### src/rtl/hcbd_pkg.sv
// shared types, codes and helpers for the chunked body decoder
`timescale 1ns / 1ps

package hcbd_pkg;

	localparam int SIZE_BITS = 31;
	localparam logic [7:0] MAX_LINE_RESET = 8'd199;

	localparam logic [7:0] CH_CR = 8'h0d;
	localparam logic [7:0] CH_LF = 8'h0a;
	localparam logic [7:0] CH_SEMI = 8'h3b;
	localparam logic [7:0] CH_SPACE = 8'h20;
	localparam logic [7:0] CH_TAB = 8'h09;

	typedef enum logic [2:0] {
		PH_SIZE = 3'd0,
		PH_DATA = 3'd1,
		PH_CRLF = 3'd2,
		PH_TRAILER = 3'd3,
		PH_DONE = 3'd4,
		PH_ERROR = 3'd5
	} phase_t;

	typedef enum logic [1:0] {
		KIND_FRAME = 2'd0,
		KIND_DATA = 2'd1,
		KIND_DONE = 2'd2,
		KIND_ERR = 2'd3
	} kind_t;

	typedef enum logic [2:0] {
		ERR_NONE = 3'd0,
		ERR_BAD_SIZE = 3'd1,
		ERR_OVERFLOW = 3'd2,
		ERR_LINE_LONG = 3'd3,
		ERR_NO_CRLF = 3'd4,
		ERR_TRUNCATED = 3'd5
	} err_code_t;

	typedef struct packed {
		logic       ok;
		logic [3:0] value;
	} hex_t;

	function automatic hex_t hex_decode(input logic [7:0] c);
		hex_t h;
		h.ok = 1'b1;
		h.value = 4'd0;
		if (c >= 8'h30 && c <= 8'h39) begin
			h.value = 4'(c - 8'h30);
		end else if (c >= 8'h61 && c <= 8'h66) begin
			h.value = 4'(c - 8'h61 + 8'd10);
		end else if (c >= 8'h41 && c <= 8'h46) begin
			h.value = 4'(c - 8'h41 + 8'd10);
		end else begin
			h.ok = 1'b0;
		end
		return h;
	endfunction

endpackage

### src/rtl/http_chunked_body_decoder.sv
// chunked body decoder: input register, one-pass framing logic, result register
//
// Takes one body byte per cycle unless the input stalls and gives exactly one result
// word per byte: each byte waits in the input register, then the framing logic loads
// its word into the result register once the result side does not stall, updating
// the framing state (phase, chunk count and line fields) at the same time. When the
// result side stalls, one further word is held in the input register, then the
// input stalls. max_line_length is written through cfg_we / cfg_wdata, by the user
// only while the decoder is idle (the block does not enforce this); it resets to 199.
`timescale 1ns / 1ps

module http_chunked_body_decoder
	import hcbd_pkg::*;
(
	input  logic       clk,
	input  logic       arst_n,

	input  logic       cfg_we,
	input  logic [7:0] cfg_wdata,

	input  logic       item_valid,
	output logic       item_stall,
	input  logic       start_req,
	input  logic [7:0] body_byte,
	input  logic       stream_end,

	output logic       result_valid,
	input  logic       result_stall,
	output logic [1:0] kind,
	output logic [7:0] payload_byte,
	output logic [2:0] error_code
);

	// configuration
	logic [7:0] max_len_q;

	// input register
	logic       valid_s1;
	logic       start_s1;
	logic [7:0] byte_s1;
	logic       end_s1;

	// result register
	logic       valid_s2;
	kind_t      kind_s2;
	logic [7:0] payload_s2;
	err_code_t  code_s2;

	// decoder state
	phase_t                 phase_q;
	logic [SIZE_BITS-1:0]   remaining_q;
	logic                   digit_q;
	logic                   ext_q;
	logic [7:0]             len_q;
	err_code_t              err_q;

	logic advance;
	logic load;

	phase_t               eff_phase, phase_n;
	logic [SIZE_BITS-1:0] eff_rem, rem_n;
	logic                 eff_digit, digit_n;
	logic                 eff_ext, ext_n;
	logic [7:0]           eff_len, len_n;
	err_code_t            eff_err, err_n;
	err_code_t            fail_code;
	kind_t                kind_d;
	logic [7:0]           payload_d;
	err_code_t            code_d;
	hex_t                 hex;
	logic                 is_cr, is_lf, is_sep, len_full;

	assign advance = !valid_s2 || !result_stall;
	assign load = valid_s1 && advance;
	assign item_stall = valid_s1 && !advance;

	always_ff @(posedge clk or negedge arst_n) begin
		if (!arst_n) begin
			max_len_q <= MAX_LINE_RESET;
		end else if (cfg_we) begin
			max_len_q <= cfg_wdata;
		end
	end

	always_ff @(posedge clk or negedge arst_n) begin
		if (!arst_n) begin
			valid_s1 <= 1'b0;
		end else if (!item_stall) begin
			valid_s1 <= item_valid;
		end
	end

	always_ff @(posedge clk) begin
		if (item_valid && !item_stall) begin
			start_s1 <= start_req;
			byte_s1 <= body_byte;
			end_s1 <= stream_end;
		end
	end

	always_comb begin
		// a start request clears the decoder before this word
		eff_phase = start_s1 ? PH_SIZE : phase_q;
		eff_rem = start_s1 ? '0 : remaining_q;
		eff_digit = start_s1 ? 1'b0 : digit_q;
		eff_ext = start_s1 ? 1'b0 : ext_q;
		eff_len = start_s1 ? 8'd0 : len_q;
		eff_err = start_s1 ? ERR_NONE : err_q;

		is_cr = (byte_s1 == CH_CR);
		is_lf = (byte_s1 == CH_LF);
		is_sep = (byte_s1 == CH_SEMI) || (byte_s1 == CH_SPACE) || (byte_s1 == CH_TAB);
		hex = hex_decode(byte_s1);
		len_full = (eff_len >= max_len_q);

		phase_n = eff_phase;
		rem_n = eff_rem;
		digit_n = eff_digit;
		ext_n = eff_ext;
		len_n = eff_len;
		err_n = eff_err;
		fail_code = ERR_NONE;
		kind_d = KIND_FRAME;
		payload_d = 8'd0;
		code_d = ERR_NONE;

		if (eff_phase == PH_ERROR) begin
			kind_d = KIND_ERR;
			code_d = eff_err;
		end else if (eff_phase == PH_DONE) begin
			kind_d = KIND_DONE;
		end else if (end_s1) begin
			fail_code = ERR_TRUNCATED;
		end else begin
			unique case (eff_phase)
				PH_SIZE: begin
					if (is_cr) begin
						// carriage returns are dropped
					end else if (is_lf) begin
						if (!eff_digit) begin
							fail_code = ERR_BAD_SIZE;
						end else begin
							phase_n = (eff_rem == '0) ? PH_TRAILER : PH_DATA;
							digit_n = 1'b0;
							ext_n = 1'b0;
							len_n = 8'd0;
						end
					end else if (len_full) begin
						fail_code = ERR_LINE_LONG;
					end else begin
						len_n = eff_len + 8'd1;
						if (eff_ext) begin
							// extension text is ignored
						end else if (hex.ok) begin
							if (eff_rem[SIZE_BITS-1:SIZE_BITS-4] != 4'd0) begin
								fail_code = ERR_OVERFLOW;
							end else begin
								rem_n = {eff_rem[SIZE_BITS-5:0], hex.value};
								digit_n = 1'b1;
							end
						end else if (eff_digit && is_sep) begin
							ext_n = 1'b1;
						end else begin
							fail_code = ERR_BAD_SIZE;
						end
					end
				end
				PH_DATA: begin
					kind_d = KIND_DATA;
					payload_d = byte_s1;
					if (eff_rem != '0) begin
						rem_n = eff_rem - SIZE_BITS'(1);
					end
					if (eff_rem <= SIZE_BITS'(1)) begin
						phase_n = PH_CRLF;
					end
				end
				PH_CRLF: begin
					if (is_cr) begin
					end else if (is_lf) begin
						phase_n = PH_SIZE;
						rem_n = '0;
						digit_n = 1'b0;
						ext_n = 1'b0;
						len_n = 8'd0;
					end else begin
						fail_code = ERR_NO_CRLF;
					end
				end
				PH_TRAILER: begin
					if (is_cr) begin
					end else if (is_lf) begin
						if (eff_len == 8'd0) begin
							phase_n = PH_DONE;
							kind_d = KIND_DONE;
						end else begin
							digit_n = 1'b0;
							ext_n = 1'b0;
							len_n = 8'd0;
						end
					end else if (len_full) begin
						fail_code = ERR_LINE_LONG;
					end else begin
						len_n = eff_len + 8'd1;
					end
				end
				default: begin
				end
			endcase
		end

		if (fail_code != ERR_NONE) begin
			phase_n = PH_ERROR;
			err_n = fail_code;
			kind_d = KIND_ERR;
			payload_d = 8'd0;
			code_d = fail_code;
		end
	end

	always_ff @(posedge clk or negedge arst_n) begin
		if (!arst_n) begin
			phase_q <= PH_SIZE;
			remaining_q <= '0;
			digit_q <= 1'b0;
			ext_q <= 1'b0;
			len_q <= 8'd0;
			err_q <= ERR_NONE;
		end else if (load) begin
			phase_q <= phase_n;
			remaining_q <= rem_n;
			digit_q <= digit_n;
			ext_q <= ext_n;
			len_q <= len_n;
			err_q <= err_n;
		end
	end

	always_ff @(posedge clk or negedge arst_n) begin
		if (!arst_n) begin
			valid_s2 <= 1'b0;
		end else if (advance) begin
			valid_s2 <= valid_s1;
		end
	end

	always_ff @(posedge clk) begin
		if (load) begin
			kind_s2 <= kind_d;
			payload_s2 <= payload_d;
			code_s2 <= code_d;
		end
	end

	assign result_valid = valid_s2;
	assign kind = kind_s2;
	assign payload_byte = payload_s2;
	assign error_code = code_s2;

	// an error word always leaves the decoder in the sticky error phase
	a_err_sticky: assert property (@(posedge clk) disable iff (!arst_n)
		(load && kind_d == KIND_ERR) |=> (phase_q == PH_ERROR && err_q != ERR_NONE))
		else $error("error word without sticky error state");

	// error code is set exactly on error words
	a_code_kind: assert property (@(posedge clk) disable iff (!arst_n)
		result_valid |-> ((kind == KIND_ERR) == (error_code != ERR_NONE)))
		else $error("error code does not match kind");

	// only payload words carry a byte
	a_payload_zero: assert property (@(posedge clk) disable iff (!arst_n)
		(result_valid && kind != KIND_DATA) |-> (payload_byte == 8'd0))
		else $error("non-payload word carries a byte");

	// input stalls only while a word waits behind a stalled result
	a_stall_cause: assert property (@(posedge clk) disable iff (!arst_n)
		item_stall |-> (valid_s1 && result_valid && result_stall))
		else $error("input stalled without a held result");

endmodule
### config.mk
export PLATFORM = sky130hd
export DESIGN_NAME = http_chunked_body_decoder
export DESIGN_NICKNAME = d
export VERILOG_FILES = /design/src/rtl/hcbd_pkg.sv /design/src/rtl/http_chunked_body_decoder.sv
export SDC_FILE = /design/constraint.sdc
export NUM_CORES = 1
export LEC_CHECK = 0
export BUFFER_PORTS_ARGS = -buffer_cell sky130_fd_sc_hd__buf_4
export CORE_ASPECT_RATIO = 0.6
export CORE_MARGIN = 8
export CORE_UTILIZATION = 49
export CTS_BUF_LIST = sky130_fd_sc_hd__clkbuf_16
export DETAILED_ROUTE_END_ITERATION = 7
export PLACE_DENSITY = 0.78
export SYNTH_ARGS = -nofsm -noshare
export SYNTH_HDL_FRONTEND = slang
export SYNTH_SLANG_ARGS = --single-unit
### constraint.sdc
create_clock -name clk -period 4 [get_ports clk]
set_input_delay 1.2 -clock clk [delete_from_list [all_inputs] [get_ports clk]]
set_output_delay 1.2 -clock clk [all_outputs]
set_load 0.05 [all_outputs]
==> flow_summary.ini <==
[min_path]
hold_start = valid_s1$_DFFE_PN0N_
whs_endpoint = result_valid$_DFFE_PN0N_
hold_depth = 1
hold_class = flip-flop to flip-flop

[setup_path]
cpMaxStageDelayCell = nor4b_1
cp.arrival_ns = 3.97
worstSetupPathType = flip-flop to flip-flop
critPathBufInv = 2
cpPeakStageDelay_ns = 0.93
r2r_start = start_s1$_DFFE_PP_
crit_chain = inv_2 > buf_4 > nand2_1 > ha_1 > o21a_1 > nand2_1 > nor4b_1 > a32o_1 > a21oi_1 > o21ai_1
r2r_slack_ns = 0.29
crit_path_end_kind = flip-flop
reg2reg_depth = 10
cp_max_fo = 17
timing.rr.end = remaining_q[26]$_DFFE_PN0P_
crit_family = simple AND/OR/NAND/NOR gates
start_kind = flip-flop
crit_top_cell = nand2_1
cp_data_required_time_ns = 4.26

[grt]
grt_max_degree = 68
grt-ovfl-total = 0
grt_usage_pct = 25.7
grt_pass1_wl_mm = 32.1
first_global_vias = 5749
antenna_found_initial = 0

[synthesis]
synth_top_family_by_area = compound AO/OA/AOI/OAI gates
syn-num-nets = 756
synth_fa_ha_area_share_pct = 3.61
synth_edf_count = 23
syn-cell-area_um2 = 5890
synth.area.mux_share_pct = 0.361
syn_inst = 716
synthArstFlopShare_pct = 71.3
ys_warn_count = 0
synth_compound_area_share_pct = 29.3
synth_cell_types = 88
syn_area_per_cell_um2 = 8.23
synthFlopType = dfrtp_1
synth-simple-area-share_pct = 24.5
ys_ff_latch = 80
yosysSeqAreaShare_pct = 36.1
synthXorXnorAreaFrac_pct = 0.744

[outcome]
status = complete, no violations

[timing]
slew_viol_final = 0
worst_pin_slew_ns = 1.14
finalSetupTns_ns = 0
rsz0062_at_grt = false
slew_headroom_pct = 23.2
finalHoldWorstSlack_ns = 0.512
max_freq_mhz = 270
min_period_ns = 3.71
setup_violations = 0
period_share_pct = 92.7
finalClockSkew_ns = 0.00746
final_hold_viol_count = 0

[drt]
drt-pass1-iter-count = 6
routed_wl_mm = 20.0
drt_iter0_markers = 863
ant_nets = 0
avgViaCountPerCell = 6.76
routedWlPerCell_um = 22.2
via_count = 6092
drcViolationCount = 0

[clock_network]
cts.htree.levels = 3
path_clk_slew_ns = 0.06
post-cts-setup-buffer-count = 0
clock_path_buffers = 2
cts_resized = 0
hold_buffers = 0
cts.sinks = 80
cts_tree = yes
clock-root-buffer = clkbuf_16
cts_buffers = 9
insertion_delay_ns = 0.34

[cells_and_area]
layout_commonest_cell = nand2_1
fillerInstances = 1079
seq_area_um2 = 2120
antenna_cells = 0
syn_to_final_growth_pct = 11.7
layout-drive-gt1-share_pct = 13.5
layout_common_cells = nand2_1, nor2_1, dfrtp_1, buf_4, a21oi_1
nNetsFinal = 771
multi_input_area_um2 = 3450

[power_and_ir_drop]
p_switching_uw = 1410
power_density_nw_per_um2 = 498
pwr-share-clk_pct = 25.6
combPwrFrac_pct = 38.3
switching_share_pct = 43.0
ir_drop_mv = 0.241
intPower_uw = 1870
pwr-share-seq_pct = 36.1
leakage_uw = 0.00268

[floorplanning]
core_um2 = 11900
pin_count = 38
die_width_um = 158
rows = 31
die_y_um = 101
initial_utilization_pct = 49.5
fp.dieArea_um2 = 15900

[placed_design]
gp_congestion = 0.986
io_buffers = 37
hpwl_mm = 14.5

[job]
cap_violations = 0
-- metal layers --
metal  part of all wire [%]  GRT usage [%]
met2                     38           33.0
met4                   0.97           5.39
met1                     45           39.9
met3                     16           8.13
met5                      0              0
-- worst max path at each step --
stage | start | depth (start not counted) | endpoint
after CTS | start_s1$_DFFE_PP_ | 11 | remaining_q[12]$_DFFE_PN0P_
after floorplan | start_s1$_DFFE_PP_ | 16 | len_q[7]$_DFFE_PN0P_
final | start_s1$_DFFE_PP_ | 10 | remaining_q[26]$_DFFE_PN0P_
after global placement | start_s1$_DFFE_PP_ | 11 | err_q[1]$_DFFE_PN0P_
after detailed placement | start_s1$_DFFE_PP_ | 11 | remaining_q[4]$_DFFE_PN0P_
after global routing | start_s1$_DFFE_PP_ | 11 | remaining_q[4]$_DFFE_PN0P_
-- final cells by class --
cell class	count	area share, %
inverters	28	1.60
clock inverters	7	1.10
flip-flops and latches	80	32.3
clock buffers	9	3.42
multi-input cells	560	52.5
well taps	165	3.14
repair buffers	52	5.94
-- synth_stat cells (all sizes together) (6+ instances only) --
| library cell | n | area share (%) |
|---|---|---|
| o311ai | 10 | 1.6 |
| nor2 | 62 | 4.0 |
| dfrtp | 52 | 22 |
| nand3 | 20 | 1.7 |
| and3 | 17 | 1.8 |
| a22oi | 12 | 1.5 |
| o21ai | 71 | 6.0 |
| nor4 | 16 | 2.1 |
| nor3 | 29 | 2.5 |
| o31ai | 9 | 1.2 |
| o211ai | 12 | 1.5 |
| edfxtp | 23 | 12 |
| nand2b | 6 | 0.64 |
| and2 | 9 | 1.0 |
| inv | 27 | 1.7 |
| ha | 17 | 3.6 |
| a21oi | 55 | 4.9 |
| buf | 16 | 1.5 |
| nand2 | 77 | 5.0 |
| a31oi | 19 | 2.0 |
| nor2b | 8 | 0.85 |
| clkbuf | 32 | 2.1 |
-- logic make-up after synthesis --
kind of cell / after synthesis
AO/OA/AOI/OAI: 256
XOR/XNOR: 5
adder cells (fa/ha/maj): 17
buffers and inverters: 76
flip-flops: 80
multiplexers: 2
AND/OR/NAND/NOR: 280
-- power by group through the flow --
stage / clock network, µW / registers (µW) / logic [µW]
after floorplan: 0 / 1120 / 892
after global placement: 0 / 1180 / 1190
after detailed placement: 0 / 1180 / 1200
after CTS: 846 / 1170 / 1210
after global routing: 877 / 1200 / 1350
final: 839 / 1180 / 1250
-- state kept, by name (all words and copies together), names as in the netlist --
name          count
len_q             8
result_valid      1
error_code        3
remaining_q      31
max_len_q         8
kind              2
err_q             3
digit_q           1
ext_q             1
payload_byte      8
valid_s1          1
start_s1          1
phase_q           3
end_s1            1
byte_s1           8
-- through the flow --
step                worst slack, ns  total power (µW)  utilization [%]  cell area (µm²)  std cells
global route                  0.216              3430             55.2             6580        901
global placement              0.616              2370             52.7             6280        885
detailed placement            0.559              2380             52.7             6280        885
finish                        0.290              3280             55.2             6580        901
floorplan                     0.667              2010                -             5890        716
CTS                           0.542              3220             55.2             6580        901
Power figures use the tool's default switching activity.
